File: src/design/sfsr_pkg.sv
// Package with the types, widths and codes of the scale frame stable reading block.
`default_nettype none
package sfsr_pkg;

  // Field widths.
  localparam int LEN_W    = 4;
  localparam int BYTE_W   = 8;
  localparam int WEIGHT_W = 16;
  localparam int COUNT_W  = 8;
  localparam int TIME_W   = 32;
  localparam int TMO_W    = 16;
  localparam int SUM_W    = 10;

  // Configuration port.
  localparam int CFG_IDX_W  = 2;
  localparam int CFG_DATA_W = 16;

  typedef logic [1:0]            status_t;
  typedef logic [CFG_IDX_W-1:0]  cfg_idx_t;
  typedef logic [CFG_DATA_W-1:0] cfg_data_t;

  // Configuration register indexes.
  localparam cfg_idx_t CFG_HEADER_BYTE     = 2'd0;
  localparam cfg_idx_t CFG_STABLE_REPEATS  = 2'd1;
  localparam cfg_idx_t CFG_TIMEOUT_SECONDS = 2'd2;

  // Configuration reset values.
  localparam logic [BYTE_W-1:0]  HEADER_RESET  = 8'h54;
  localparam logic [COUNT_W-1:0] REPEATS_RESET = 8'd10;
  localparam logic [TMO_W-1:0]   TIMEOUT_RESET = 16'd15;

  // Result status codes.
  localparam status_t ST_OK       = 2'd0;
  localparam status_t ST_BAD_LEN  = 2'd1;
  localparam status_t ST_BAD_HDR  = 2'd2;
  localparam status_t ST_BAD_CHK  = 2'd3;

  // Frame length that a valid frame has.
  localparam logic [LEN_W-1:0]   FRAME_LEN = 4'd5;
  // Count at which the repeat counter saturates.
  localparam logic [COUNT_W-1:0] COUNT_MAX = 8'hFF;

  // One input transaction.
  typedef struct packed {
    logic [LEN_W-1:0]  frame_length;
    logic [BYTE_W-1:0] byte0;
    logic [BYTE_W-1:0] byte1;
    logic [BYTE_W-1:0] byte2;
    logic [BYTE_W-1:0] byte3;
    logic [BYTE_W-1:0] byte4;
    logic [TIME_W-1:0] now_seconds;
  } in_item_t;

endpackage
`default_nettype wire

File: src/design/sfsr_in_if.sv
// Interface of the input frame channel.
`default_nettype none
interface sfsr_in_if;
  import sfsr_pkg::*;

  logic              valid;
  logic              ready;
  logic [LEN_W-1:0]  frame_length;
  logic [BYTE_W-1:0] byte0;
  logic [BYTE_W-1:0] byte1;
  logic [BYTE_W-1:0] byte2;
  logic [BYTE_W-1:0] byte3;
  logic [BYTE_W-1:0] byte4;
  logic [TIME_W-1:0] now_seconds;

  modport source (
    output valid, frame_length, byte0, byte1, byte2, byte3, byte4, now_seconds,
    input  ready
  );

  modport sink (
    input  valid, frame_length, byte0, byte1, byte2, byte3, byte4, now_seconds,
    output ready
  );

endinterface
`default_nettype wire

File: src/design/sfsr_out_if.sv
// Interface of the result channel.
`default_nettype none
interface sfsr_out_if;
  import sfsr_pkg::*;

  logic                valid;
  logic                ready;
  status_t             status;
  logic [WEIGHT_W-1:0] weight_tenths;
  logic [COUNT_W-1:0]  repeat_count;
  logic                stable_push;

  modport source (
    output valid, status, weight_tenths, repeat_count, stable_push,
    input  ready
  );

  modport sink (
    input  valid, status, weight_tenths, repeat_count, stable_push,
    output ready
  );

endinterface
`default_nettype wire

File: src/design/scale_frame_stable_reading.sv
// Top level: frame check, checksum, timeout and stable weight detection.
// Throughput: one frame per cycle while the result side takes results; an input register and a
// result register form the pipeline. The input side keeps taking frames while a result waits,
// until both registers are full.
// Reset (synchronous, rst_n low) empties the pipeline, clears the weight history and
// restores the configuration registers to header 0x54, 10 repeats and 15 seconds.
`default_nettype none
module scale_frame_stable_reading (
  input  wire                     clk,
  input  wire                     rst_n,
  sfsr_in_if.sink                 in_ch,
  sfsr_out_if.source              out_ch,
  input  wire                     cfg_we,
  input  wire sfsr_pkg::cfg_idx_t  cfg_index,
  input  wire sfsr_pkg::cfg_data_t cfg_wdata
);
  import sfsr_pkg::*;

  // Configuration registers.
  logic [BYTE_W-1:0]  header_byte_r;
  logic [COUNT_W-1:0] stable_repeats_r;
  logic [TMO_W-1:0]   timeout_seconds_r;

  // History state.
  logic [WEIGHT_W-1:0] last_weight_r, last_weight_nxt;
  logic                last_valid_r, last_valid_nxt;
  logic [COUNT_W-1:0]  same_count_r, same_count_nxt;
  logic [TIME_W-1:0]   last_seen_r, last_seen_nxt;

  // Pipeline registers.
  logic     s1_valid_r;
  in_item_t s1_item_r;
  logic     out_valid_r;
  status_t             out_status_r, out_status_nxt;
  logic [WEIGHT_W-1:0] out_weight_r, out_weight_nxt;
  logic [COUNT_W-1:0]  out_count_r, out_count_nxt;
  logic                out_push_r, out_push_nxt;

  logic advance;
  logic in_fire;
  logic commit;

  // Decode signals.
  logic [BYTE_W-1:0]   b0, b1, b2, b3, chk;
  logic [SUM_W-1:0]    sum;
  logic                add_two;
  logic [BYTE_W:0]     chk_calc;
  logic                frame_ok;
  logic [WEIGHT_W-1:0] weight;
  logic [TIME_W-1:0]   diff;
  logic                late;
  logic                base_valid;
  logic [COUNT_W-1:0]  base_count;
  logic [COUNT_W-1:0]  count_inc;
  logic                same_weight;

  // Handshake: the result register moves when empty or taken.
  assign advance     = !out_valid_r || out_ch.ready;
  assign in_ch.ready = !s1_valid_r || advance;
  assign in_fire     = in_ch.valid && in_ch.ready;

  // Configuration writes; an index beyond the list is ignored.
  always_ff @(posedge clk) begin
    if (!rst_n) begin
      header_byte_r     <= HEADER_RESET;
      stable_repeats_r  <= REPEATS_RESET;
      timeout_seconds_r <= TIMEOUT_RESET;
    end else if (cfg_we) begin
      case (cfg_index)
        CFG_HEADER_BYTE:     header_byte_r     <= cfg_wdata[BYTE_W-1:0];
        CFG_STABLE_REPEATS:  stable_repeats_r  <= cfg_wdata[COUNT_W-1:0];
        CFG_TIMEOUT_SECONDS: timeout_seconds_r <= cfg_wdata[TMO_W-1:0];
        default: begin
        end
      endcase
    end
  end

  // Input register.
  always_ff @(posedge clk) begin
    if (!rst_n) begin
      s1_valid_r <= 1'b0;
    end else if (in_ch.ready) begin
      s1_valid_r <= in_ch.valid;
    end
  end

  always_ff @(posedge clk) begin
    if (in_fire) begin
      s1_item_r.frame_length <= in_ch.frame_length;
      s1_item_r.byte0        <= in_ch.byte0;
      s1_item_r.byte1        <= in_ch.byte1;
      s1_item_r.byte2        <= in_ch.byte2;
      s1_item_r.byte3        <= in_ch.byte3;
      s1_item_r.byte4        <= in_ch.byte4;
      s1_item_r.now_seconds  <= in_ch.now_seconds;
    end
  end

  // Checksum over the inverted bytes: low byte forced odd, plus two when the sum is 256 or more above the forced byte.
  assign b0  = ~s1_item_r.byte0;
  assign b1  = ~s1_item_r.byte1;
  assign b2  = ~s1_item_r.byte2;
  assign b3  = ~s1_item_r.byte3;
  assign chk = ~s1_item_r.byte4;
  assign sum = {2'b00, b0} + {2'b00, b1} + {2'b00, b2} + {2'b00, b3};
  assign add_two  = sum[9] || (sum[8] && sum[0]);
  assign chk_calc = {1'b0, sum[7:1], 1'b1} + (add_two ? 9'd2 : 9'd0);
  assign weight   = {b2, b3};

  // Frame checks in priority order.
  always_comb begin
    if (s1_item_r.frame_length != FRAME_LEN) begin
      out_status_nxt = ST_BAD_LEN;
    end else if (s1_item_r.byte0 != header_byte_r) begin
      out_status_nxt = ST_BAD_HDR;
    end else if (chk_calc != {1'b0, chk}) begin
      out_status_nxt = ST_BAD_CHK;
    end else begin
      out_status_nxt = ST_OK;
    end
  end
  assign frame_ok = (out_status_nxt == ST_OK);

  // Timeout on a signed wrapping difference.
  assign diff = s1_item_r.now_seconds - last_seen_r;
  assign late = !diff[TIME_W-1] && (diff > {16'd0, timeout_seconds_r});
  assign base_valid  = late ? 1'b0 : last_valid_r;
  assign base_count  = late ? '0 : same_count_r;
  assign same_weight = base_valid && (last_weight_r == weight);
  assign count_inc   = base_count + 8'd1;

  // History update and result fields for an accepted frame.
  always_comb begin
    last_weight_nxt = last_weight_r;
    last_valid_nxt  = base_valid;
    same_count_nxt  = base_count;
    last_seen_nxt   = s1_item_r.now_seconds;
    out_push_nxt    = 1'b0;
    if (same_weight) begin
      if (base_count != COUNT_MAX) begin
        same_count_nxt = count_inc;
        out_push_nxt   = (count_inc == stable_repeats_r) && (weight != '0);
      end
    end else begin
      same_count_nxt  = '0;
      last_weight_nxt = weight;
      last_valid_nxt  = 1'b1;
    end
  end

  assign out_weight_nxt = frame_ok ? weight : '0;
  assign out_count_nxt  = frame_ok ? same_count_nxt : same_count_r;
  assign commit         = s1_valid_r && advance && frame_ok;

  // History registers change only on an accepted frame.
  always_ff @(posedge clk) begin
    if (!rst_n) begin
      last_weight_r <= '0;
      last_valid_r  <= 1'b0;
      same_count_r  <= '0;
      last_seen_r   <= '0;
    end else if (commit) begin
      last_weight_r <= last_weight_nxt;
      last_valid_r  <= last_valid_nxt;
      same_count_r  <= same_count_nxt;
      last_seen_r   <= last_seen_nxt;
    end
  end

  // Result register.
  always_ff @(posedge clk) begin
    if (!rst_n) begin
      out_valid_r <= 1'b0;
    end else if (advance) begin
      out_valid_r <= s1_valid_r;
    end
  end

  always_ff @(posedge clk) begin
    if (advance && s1_valid_r) begin
      out_status_r <= out_status_nxt;
      out_weight_r <= out_weight_nxt;
      out_count_r  <= out_count_nxt;
      out_push_r   <= frame_ok && out_push_nxt;
    end
  end

  assign out_ch.valid         = out_valid_r;
  assign out_ch.status        = out_status_r;
  assign out_ch.weight_tenths = out_weight_r;
  assign out_ch.repeat_count  = out_count_r;
  assign out_ch.stable_push   = out_push_r;

`ifndef SYNTHESIS
  // A push only comes with an accepted frame.
  a_push_ok: assert property (@(posedge clk) disable iff (!rst_n)
    out_valid_r && out_push_r |-> out_status_r == ST_OK)
    else $error("push flagged on a rejected frame");

  // A rejected frame reports no weight.
  a_reject_weight: assert property (@(posedge clk) disable iff (!rst_n)
    out_valid_r && (out_status_r != ST_OK) |-> out_weight_r == '0)
    else $error("rejected frame carries a weight");

  // A push reports the configured repeat count and a nonzero weight.
  a_push_count: assert property (@(posedge clk) disable iff (!rst_n)
    out_valid_r && out_push_r |-> out_count_r == stable_repeats_r && out_weight_r != '0)
    else $error("push with wrong count or zero weight");

  // Without a previous reading the repeat count is zero.
  a_count_clear: assert property (@(posedge clk) disable iff (!rst_n)
    !last_valid_r |-> same_count_r == '0)
    else $error("repeat count set without a previous reading");

  // The history holds when no accepted frame passes.
  a_hist_hold: assert property (@(posedge clk) disable iff (!rst_n)
    !commit |=> $stable(last_weight_r) && $stable(same_count_r) && $stable(last_seen_r))
    else $error("history changed without an accepted frame");
`endif

endmodule
`default_nettype wire

File: src/flat_wrapper.sv
// flat-port wrapper written by rule: the top's interface ports become plain ports
module scale_frame_stable_reading_flat import sfsr_pkg::*;
  (clk, rst_n, cfg_we, cfg_index, cfg_wdata, in_ch_valid, in_ch_frame_length, in_ch_byte0, in_ch_byte1, in_ch_byte2, in_ch_byte3, in_ch_byte4, in_ch_now_seconds, in_ch_ready, out_ch_valid, out_ch_status, out_ch_weight_tenths, out_ch_repeat_count, out_ch_stable_push, out_ch_ready);
  sfsr_in_if in_ch_i ();
  sfsr_out_if out_ch_i ();
  input  wire clk;
  input  wire rst_n;
  input  wire cfg_we;
  input  wire sfsr_pkg::cfg_idx_t cfg_index;
  input  wire sfsr_pkg::cfg_data_t cfg_wdata;
  input wire logic [$bits(in_ch_i.valid)-1:0] in_ch_valid;
  input wire logic [$bits(in_ch_i.frame_length)-1:0] in_ch_frame_length;
  input wire logic [$bits(in_ch_i.byte0)-1:0] in_ch_byte0;
  input wire logic [$bits(in_ch_i.byte1)-1:0] in_ch_byte1;
  input wire logic [$bits(in_ch_i.byte2)-1:0] in_ch_byte2;
  input wire logic [$bits(in_ch_i.byte3)-1:0] in_ch_byte3;
  input wire logic [$bits(in_ch_i.byte4)-1:0] in_ch_byte4;
  input wire logic [$bits(in_ch_i.now_seconds)-1:0] in_ch_now_seconds;
  output wire logic [$bits(in_ch_i.ready)-1:0] in_ch_ready;
  output wire logic [$bits(out_ch_i.valid)-1:0] out_ch_valid;
  output wire logic [$bits(out_ch_i.status)-1:0] out_ch_status;
  output wire logic [$bits(out_ch_i.weight_tenths)-1:0] out_ch_weight_tenths;
  output wire logic [$bits(out_ch_i.repeat_count)-1:0] out_ch_repeat_count;
  output wire logic [$bits(out_ch_i.stable_push)-1:0] out_ch_stable_push;
  input wire logic [$bits(out_ch_i.ready)-1:0] out_ch_ready;
  assign in_ch_i.valid = in_ch_valid;
  assign in_ch_i.frame_length = in_ch_frame_length;
  assign in_ch_i.byte0 = in_ch_byte0;
  assign in_ch_i.byte1 = in_ch_byte1;
  assign in_ch_i.byte2 = in_ch_byte2;
  assign in_ch_i.byte3 = in_ch_byte3;
  assign in_ch_i.byte4 = in_ch_byte4;
  assign in_ch_i.now_seconds = in_ch_now_seconds;
  assign in_ch_ready = in_ch_i.ready;
  assign out_ch_valid = out_ch_i.valid;
  assign out_ch_status = out_ch_i.status;
  assign out_ch_weight_tenths = out_ch_i.weight_tenths;
  assign out_ch_repeat_count = out_ch_i.repeat_count;
  assign out_ch_stable_push = out_ch_i.stable_push;
  assign out_ch_i.ready = out_ch_ready;
  scale_frame_stable_reading u_core (.clk(clk), .rst_n(rst_n), .in_ch(in_ch_i), .out_ch(out_ch_i), .cfg_we(cfg_we), .cfg_index(cfg_index), .cfg_wdata(cfg_wdata));
endmodule
File: config.mk
export PLATFORM = sky130hd
export DESIGN_NAME = scale_frame_stable_reading_flat
export DESIGN_NICKNAME = d
export VERILOG_FILES = /design/src/design/sfsr_pkg.sv /design/src/design/sfsr_in_if.sv /design/src/design/sfsr_out_if.sv /design/src/design/scale_frame_stable_reading.sv /design/src/flat_wrapper.sv
export SDC_FILE = /design/constraint.sdc
export NUM_CORES = 1
export LEC_CHECK = 0
export ABC_CLOCK_PERIOD_IN_PS = 5600
export BUFFER_PORTS_ARGS = -buffer_cell sky130_fd_sc_hd__buf_2
export CORE_MARGIN = 2
export CORE_UTILIZATION = 32
export CTS_CLUSTER_SIZE = 16
export DETAILED_ROUTE_END_ITERATION = 6
export PLACE_DENSITY = 0.62
export SLEW_MARGIN = 30
export SYNTH_ARGS = -nofsm -noshare
export SYNTH_HDL_FRONTEND = slang
export SYNTH_SLANG_ARGS = --single-unit
export TNS_END_PERCENT = 10
File: constraint.sdc
create_clock -name clk -period 5.6 [get_ports clk]
set_input_delay 0.84 -clock clk [delete_from_list [all_inputs] [get_ports clk]]
set_output_delay 0.84 -clock clk [all_outputs]
set_load 0.02 [all_outputs]
==> reports/summary.log, run 1 <==
[finish] Sequential cell area 4910 um2
[clock_network] TritonCTS clock tree done
[placement] total of buffers placed on input and output ports 127
[synthesis] Synthesized Nets 1301
[die] placeable core region 33500 um2
[finish] growth of design area from synthesis to finish 26.4%
[sta] worst slew slack as a fraction of its limit 0.352
[global_route] global route overflow 0
[synthesis] Distinct cells, synth 74
[pwr] power density of the placed cells 280 nW/um2
[job] max cap viols 0
[finish] leading cell type in the layout, fill and taps excluded sky130_fd_sc_hd__buf_2
[sta] final critical-path share of the clock period 1.01
[pwr] leak pwr 5.60 nW
[die] initial core utilization 0.325
[sta] count of pins over their slew limit 0
[finish] net total in the final layout 1481
[clock_network] number of buffers added by the clock tree synthesis step 17
[routing] routed vias/inst 5.10
[synthesis] sequential fraction of the synthesis area 0.451
[clock_network] CTS clock-pin slew for the worst setup and hold paths 0.07 ns
[global_route] maximum number of pins on one net before global-route repair 61
[global_route] number of global-route vias before repair 8798
[die] Vert. Die Dim 188 um
[clock_network] number of H-tree branching levels 4
[finish] commonest cells after routing, fill and taps aside 127 x sky130_fd_sc_hd__buf_2, 116 x sky130_fd_sc_hd__a21oi_1, 103 x sky130_fd_sc_hd__edfxtp_1
[critical_path] slowest cell on the critical path sky130_fd_sc_hd__fa_1
[critical_path] Setup CP Type reg2reg
[sta] unrepaired setup endpoints after global routing yes
[status] violated checks setup timing
[clock_network] total of hold buffers inserted after clock tree synthesis 0
[critical_path] worst path arrival time 6.01 ns
[pwr] power after layout 0.00385 W
[synthesis] average cell area after synthesis 9.68 um2
[sta] setup slack of the critical path after layout -0.0305 ns
[critical_path] most frequent CP cell sky130_fd_sc_hd__nor2_1
[critical_path] Critical Path RT 5.98 ns
[synthesis] number of enable flip-flop cells after synthesis 103
[clock_network] Clock Latency Late Sink 0.46 ns
[routing] number of nets with antenna violations after detailed routing 0
[finish] multi-input logic area 5900 um2
[sta] actual transition at the worst max-transition pin 0.968 ns
[synthesis] number of warnings reported in the yosys synthesis log 0
[placement] final RePlAce weighted congestion 0.869
[die] Die X-Extent 188 um
[placement] minimum setup slack after placement -0.329 ns
[synthesis] number of flip-flops and latches in the synthesized netlist 194
[status] run status complete, but fails checks
[critical_path] worst-path fanout max 8
[routing] count of vias placed by the detailed router 9008
[clock_network] Root Buffer Master sky130_fd_sc_hd__clkbuf_16
[die] standard-cell rows 67
[sta] max frequency 178 MHz
[global_route] initial antenna violation count 3
[routing] Final Routed Wirelength 29600 um
[synthesis] Async SR Flop Fraction 0
[routing] iteration-0 DRC count of the detailed router 527
[finish] Layout Cells excl Fill 1768
[sta] Final Skew 0.0209 ns
[finish] fraction of final layout cells sized beyond drive strength 1 0.249
[routing] remaining design rule violation count 0
[synthesis] post-synthesis instance area 10900 um2
[critical_path] delay contributed by the slowest stage of the critical path 0.50 ns
[die] ports placed on the boundary 128
[routing] first-pass iteration count of the detailed router 5
[worst_hold_path] Hold WC Path Type reg2reg
[die] overall die area 35500 um2
[global_route] wire length of the first global-routing pass 46200 um
[synthesis] main flop type after synthesis sky130_fd_sc_hd__edfxtp_1
[clock_network] clock sink count 194
[global_route] total track usage 0.164
[finish] # fillers 3289
[routing] DR WL/cell 16.8 um
[critical_path] kind of capture point of the worst setup path flip-flop
[placement] HPWL reported at the end of detailed placement 21400 um
[sta] post-layout minimum cycle time 5.63 ns
[placement] total placed cells including tap cells 1710
[sta] final sum of negative setup slack -0.183 ns
[sta] number of endpoints failing setup at the final stage 15
[clock_network] CTS max path bufs 2
[sta] number of hold-slack violations in the final timing report 0
[critical_path] Setup crit start kind flip-flop
[synthesis] Gate Count Post-Synth 1125
[pwr] peak ir drop on the vdd network 0.153 mV
==> worst max-delay path, delay by kind of cell, from the launching register on <==
kind	cells	cell delay, ns
buffers and inverters	8	0.85
muxes	1	0.27
and+or+nand+nor	9	1.31
adders and majority gates	5	1.53
xor gates and xnor gates	3	0.51
AOI/OAI and AO/OA	6	0.67
DFF	1	0.38
==> per-stage QoR <==
stage	hold slack, ns	area [um2]	utilization
6_report	0.456	13800	0.410
5_1_grt	0.481	13800	0.410
4_1_cts	0.460	13300	0.396
3_5_place_dp	0.450	12400	0.370
3_3_place_gp	0.445	12400	0.370
2_1_floorplan	0.436	10900	-
==> metal layers <==
metal	track usage	routed length (um)	share of wire
met3	0.0264	1130	0.038
met4	0.0541	588	0.020
met1	0.212	13500	0.45
met5	0	11	0.00037
met2	0.280	14400	0.49
==> registers in the layout (all words and copies together) (netlist names), 2 cells and up <==
signal,flops
u_core.s1_item_r,44
u_core.last_seen_nxt,32
u_core.last_seen_r,32
u_core.last_weight_r,16
u_core.out_ch.weight_tenths,16
u_core.timeout_seconds_r,16
u_core.header_byte_r,8
u_core.out_ch.repeat_count,8
u_core.same_count_r,8
u_core.stable_repeats_r,8
u_core.out_ch.status,2
==> power breakdown <==
part,switching [W],leakage [nW],internal [W]
Sequential,0.0000353,1.72,0.00155
Clock,0.000592,0.279,0.000627
Combinational,0.000575,3.60,0.000468
Total,0.00120,5.60,0.00265
==> timing repair <==
action / CTS / global route
pin swaps: 14 / 56
setup buffers: 12 / 9
resized for setup: 27 / 82
hold endpoints to repair: 0 / 0
setup endpoints to repair: 84 / 84
cloned: 2 / 2
==> final cells by class <==
| class | count | area share |
|---|---|---|
| clock buffer | 17 | 0.0309 |
| multi-input combinational | 786 | 0.429 |
| antenna | 2 | 0.000364 |
| timing repair buffer | 205 | 0.104 |
| inverter | 101 | 0.0275 |
| clock inverter | 15 | 0.0107 |
| tap | 448 | 0.0407 |
| sequential | 194 | 0.357 |
==> cell usage after synthesis, types with 12 or more instances <==
library cell / count / area [um2]
sky130_fd_sc_hd__a21oi_1: 137 / 686
sky130_fd_sc_hd__edfxtp_1: 103 / 3090
sky130_fd_sc_hd__inv_1: 99 / 372
sky130_fd_sc_hd__nor2_1: 95 / 357
sky130_fd_sc_hd__dfxtp_1: 91 / 1820
sky130_fd_sc_hd__nand2_1: 87 / 327
sky130_fd_sc_hd__ha_1: 66 / 826
sky130_fd_sc_hd__xnor2_1: 43 / 377
sky130_fd_sc_hd__clkbuf_1: 35 / 131
sky130_fd_sc_hd__o211ai_1: 32 / 240
sky130_fd_sc_hd__xor2_1: 28 / 245
sky130_fd_sc_hd__nand3_1: 27 / 135
sky130_fd_sc_hd__o21ai_0: 25 / 125
sky130_fd_sc_hd__mux2i_1: 20 / 200
sky130_fd_sc_hd__o211a_1: 20 / 200
sky130_fd_sc_hd__nand4_1: 17 / 106
sky130_fd_sc_hd__nor3_1: 14 / 70.1
sky130_fd_sc_hd__a211oi_1: 12 / 90.1
==> worst paths after layout <==
| path | start | to | slack [ns] | cells past startpoint |
|---|---|---|---|---|
| hold / removal | u_core.timeout_seconds_r[5] | u_core.timeout_seconds_r[5] | 0.46 | 2 |
| setup reg to reg | u_core.s1_item_r[64] | u_core.last_seen_r[16] | -0.03 | 32 |
| setup / recovery | u_core.s1_item_r[64] | u_core.last_seen_r[16] | -0.03 | 32 |
| hold reg to reg | u_core.timeout_seconds_r[5] | u_core.timeout_seconds_r[5] | 0.46 | 2 |
==> cells by family (layout without fill, tap and decap cells) <==
group / Yosys count / count (layout) / synth area share
buffers and inverters: 145 / 338 / 0.0510
multiplexers: 22 / 22 / 0.0205
AO/OA/AOI/OAI: 309 / 309 / 0.188
XOR/XNOR: 72 / 72 / 0.0592
flip-flops: 194 / 194 / 0.451
adder cells (fa/ha/maj): 77 / 77 / 0.0961
other: 0 / 2 / 0
AND/OR/NAND/NOR: 306 / 306 / 0.134
Note: power is estimated with default switching activity, not from simulation.
==> inputs of run 2 (changes only) <==
Settings changed: CORE_MARGIN 2 to default.
==> run 2 against run 1 <==
The flow still finishes with violations (setup timing). Power grew 2.5%. Routed wire length rose by 0.79%. Cell count rose by 1.0%. Clock power is 5% higher. Design area is essentially flat. Combinational power grew 4%. Non-clock buffer count is 13 higher. Via count up 0.98%. Critical endpoint is now u_core.out_ch.stable_push.
==> reports/summary.log, run 2 (synthesis results as in run 1) <==
[placement] DP Area 12500 um2 [was 12400 um2]
[sta] setup slack of the critical path after layout -0.0257 ns [was -0.0305 ns]
[die] standard-cell rows 67 [unchanged]
[sta] count of pins over their slew limit 0 [unchanged]
[global_route] total track usage 0.172 [was 0.164]
[critical_path] worst path arrival time 5.84 ns [was 6.01 ns]
[status] violated checks setup timing [unchanged]
[clock_network] Clock Latency Late Sink 0.45 ns [was 0.46 ns]
[critical_path] Setup crit start kind flip-flop [unchanged]
[clock_network] CTS clock-pin slew for the worst setup and hold paths 0.08 ns [was 0.07 ns]
[sta] post-layout minimum cycle time 5.63 ns [about the same]
[routing] remaining design rule violation count 0 [unchanged]
[pwr] leak pwr 5.62 nW [was 5.60 nW]
[clock_network] number of buffers added by the clock tree synthesis step 17 [unchanged]
[sta] actual transition at the worst max-transition pin 0.798 ns [was 0.968 ns]
[critical_path] Critical Path RT 5.81 ns [was 5.98 ns]
[job] max cap viols 0 [unchanged]
[die] Die X-Extent 186 um [was 188 um]
[die] initial core utilization 0.325 [unchanged]
[sta] max frequency 178 MHz [about the same]
[routing] count of vias placed by the detailed router 9096 [was 9008]
[die] overall die area 34800 um2 [was 35500 um2]
[clock_network] number of H-tree branching levels 4 [unchanged]
[clock_network] total of hold buffers inserted after clock tree synthesis 0 [unchanged]
[die] ports placed on the boundary 128 [unchanged]
[finish] commonest cells after routing, fill and taps aside 127 x sky130_fd_sc_hd__a21oi_1, 127 x sky130_fd_sc_hd__buf_2, 103 x sky130_fd_sc_hd__edfxtp_1 [was 127 x sky130_fd_sc_hd__buf_2, 116 x sky130_fd_sc_hd__a21oi_1, 103 x sky130_fd_sc_hd__edfxtp_1]
[finish] flip-flop count of the largest register after layout 44 [unchanged]
[routing] Final Routed Wirelength 29900 um [was 29600 um]
[placement] final RePlAce weighted congestion 0.889 [was 0.869]
[finish] final core area utilization 0.411 [was 0.410]
[clock_network] clock sink count 194 [unchanged]
[sta] number of hold-slack violations in the final timing report 0 [unchanged]
[worst_hold_path] Hold WC Path Type reg2reg [unchanged]
[routing] number of nets with antenna violations after detailed routing 0 [unchanged]
[global_route] maximum number of pins on one net before global-route repair 60 [was 61]
[placement] total of buffers placed on input and output ports 127 [unchanged]
[die] Vert. Die Dim 186 um [was 188 um]
[critical_path] Setup CP Type reg2reg [unchanged]
[die] placeable core region 33500 um2 [unchanged]
[routing] DR WL/cell 16.7 um [was 16.8 um]
[sta] worst slew slack as a fraction of its limit 0.466 [was 0.352]
[global_route] wire length of the first global-routing pass 47400 um [was 46200 um]
[finish] fraction of final layout cells sized beyond drive strength 1 0.244 [was 0.249]
[clock_network] TritonCTS clock tree done [unchanged]
[critical_path] worst-path fanout max 4 [was 8]
[global_route] initial antenna violation count 8 [was 3]
[clock_network] Root Buffer Master sky130_fd_sc_hd__clkbuf_16 [unchanged]
[sta] Final Skew 0.0129 ns [was 0.0209 ns]
[sta] number of endpoints failing setup at the final stage 1 [was 15]
[sta] final worst hold slack 0.459 ns [was 0.456 ns]
[finish] net total in the final layout 1494 [was 1481]
[clock_network] CTS max path bufs 2 [unchanged]
[sta] unrepaired setup endpoints after global routing yes [unchanged]
[routing] iteration-0 DRC count of the detailed router 550 [was 527]
[finish] final cell area excluding filler cells 13800 um2 [about the same]
[finish] register ranked first by flip-flop count u_core.s1_item_r [unchanged]
[pwr] peak ir drop on the vdd network 0.187 mV [was 0.153 mV]
[sta] final critical-path share of the clock period 1.00 [was 1.01]
[critical_path] kind of capture point of the worst setup path flip-flop [unchanged]
[finish] # fillers 3298 [was 3289]
[routing] routed vias/inst 5.09 [was 5.10]
[global_route] number of global-route vias before repair 9110 [was 8798]
[global_route] global route overflow 0 [unchanged]
[finish] growth of design area from synthesis to finish 26.5% [was 26.4%]
[pwr] power density of the placed cells 287 nW/um2 [was 280 nW/um2]
[status] run status complete, but fails checks [unchanged]
[placement] minimum setup slack after placement -0.439 ns [was -0.329 ns]
[routing] first-pass iteration count of the detailed router 5 [unchanged]
[placement] HPWL reported at the end of detailed placement 21500 um [was 21400 um]
==> run 2: area by class of cell <==
type | count | area [um2] | share of cell area
Antenna cell | 7 | 17.5 | 0.00127
Clock buffer | 17 | 425 | 0.0309
Clock inverter | 15 | 184 | 0.0134
Inverter | 101 | 379 | 0.0275
Multi-Input combinational cell | 786 | 5800 | 0.421
Sequential cell | 194 | 4910 | 0.357
Tap cell | 448 | 561 | 0.0407
Timing Repair Buffer | 218 | 1490 | 0.108
==> run 2: layer usage <==
layer / up-vias / track usage / share of wire
met5: - / 0 / 0.00044
met2: 240 / 0.281 / 0.47
met1: 4361 / 0.218 / 0.44
met4: 2 / 0.0791 / 0.031
met3: 55 / 0.0352 / 0.052
li1: 4438 / - / -
==> run 2: final timing paths <==
path                                                      to  slack (ns)                         start  cells after the start
worst max-delay path               u_core.out_ch.stable_push       -0.03       u_core.last_seen_nxt[1]                     27
worst min-delay path            u_core.timeout_seconds_r[13]        0.46  u_core.timeout_seconds_r[13]                      2
worst max register to register     u_core.out_ch.stable_push       -0.03       u_core.last_seen_nxt[1]                     27
worst min register to register  u_core.timeout_seconds_r[13]        0.46  u_core.timeout_seconds_r[13]                      2
==> run 2: critical path, cell delays in order, from the launching register on <==
cell,delay [ns]
sky130_fd_sc_hd__edfxtp_1,0.44
sky130_fd_sc_hd__ha_1,0.32
sky130_fd_sc_hd__nor2b_1,0.15
sky130_fd_sc_hd__o2111a_1,0.25
sky130_fd_sc_hd__or2_2,0.30
sky130_fd_sc_hd__a21oi_2,0.15
sky130_fd_sc_hd__o21bai_1,0.11
sky130_fd_sc_hd__a21o_1,0.19
sky130_fd_sc_hd__a21oi_2,0.14
sky130_fd_sc_hd__xnor2_1,0.08
sky130_fd_sc_hd__ha_1,0.30
sky130_fd_sc_hd__nand4_1,0.15
sky130_fd_sc_hd__nor4_2,0.29
sky130_fd_sc_hd__inv_1,0.08
sky130_fd_sc_hd__o31a_1,0.13
sky130_fd_sc_hd__a311oi_2,0.19
sky130_fd_sc_hd__o2111a_1,0.25
sky130_fd_sc_hd__o2111ai_1,0.17
sky130_fd_sc_hd__o21a_1,0.24
sky130_fd_sc_hd__nor2_1,0.11
sky130_fd_sc_hd__ha_2,0.19
sky130_fd_sc_hd__and3_1,0.17
sky130_fd_sc_hd__nand3_1,0.12
sky130_fd_sc_hd__xnor2_2,0.24
sky130_fd_sc_hd__xnor2_1,0.09
sky130_fd_sc_hd__a32oi_1,0.20
sky130_fd_sc_hd__nor2_1,0.06
sky130_fd_sc_hd__o221a_1,0.24
==> run 2: power by group <==
group	leakage, nW	internal, W	switching [W]	total (W)
combinational	3.61	0.000507	0.000574	0.00108
clock	0.297	0.000645	0.000632	0.00128
sequential	1.72	0.00155	0.0000364	0.00159
total	5.62	0.00270	0.00124	0.00394
==> run 2: per-stage QoR <==
stage / cells / total power [W] / TNS [ns]
2_1_floorplan: 1125 / 0.00219 / 0
3_3_place_gp: 1722 / 0.00247 / -13.93
3_5_place_dp: 1723 / 0.00248 / -27.05
4_1_cts: 1776 / 0.00389 / -3.19
5_1_grt: 1783 / 0.00412 / -16.34
6_report: 1786 / 0.00394 / -0.0257
==> run 2: repair_timing <==
action,CTS,global route
pin swaps,30,38
buffers inserted,19,7
gates cloned,4,0
resized for setup,58,39
setup endpoints to repair,84,84
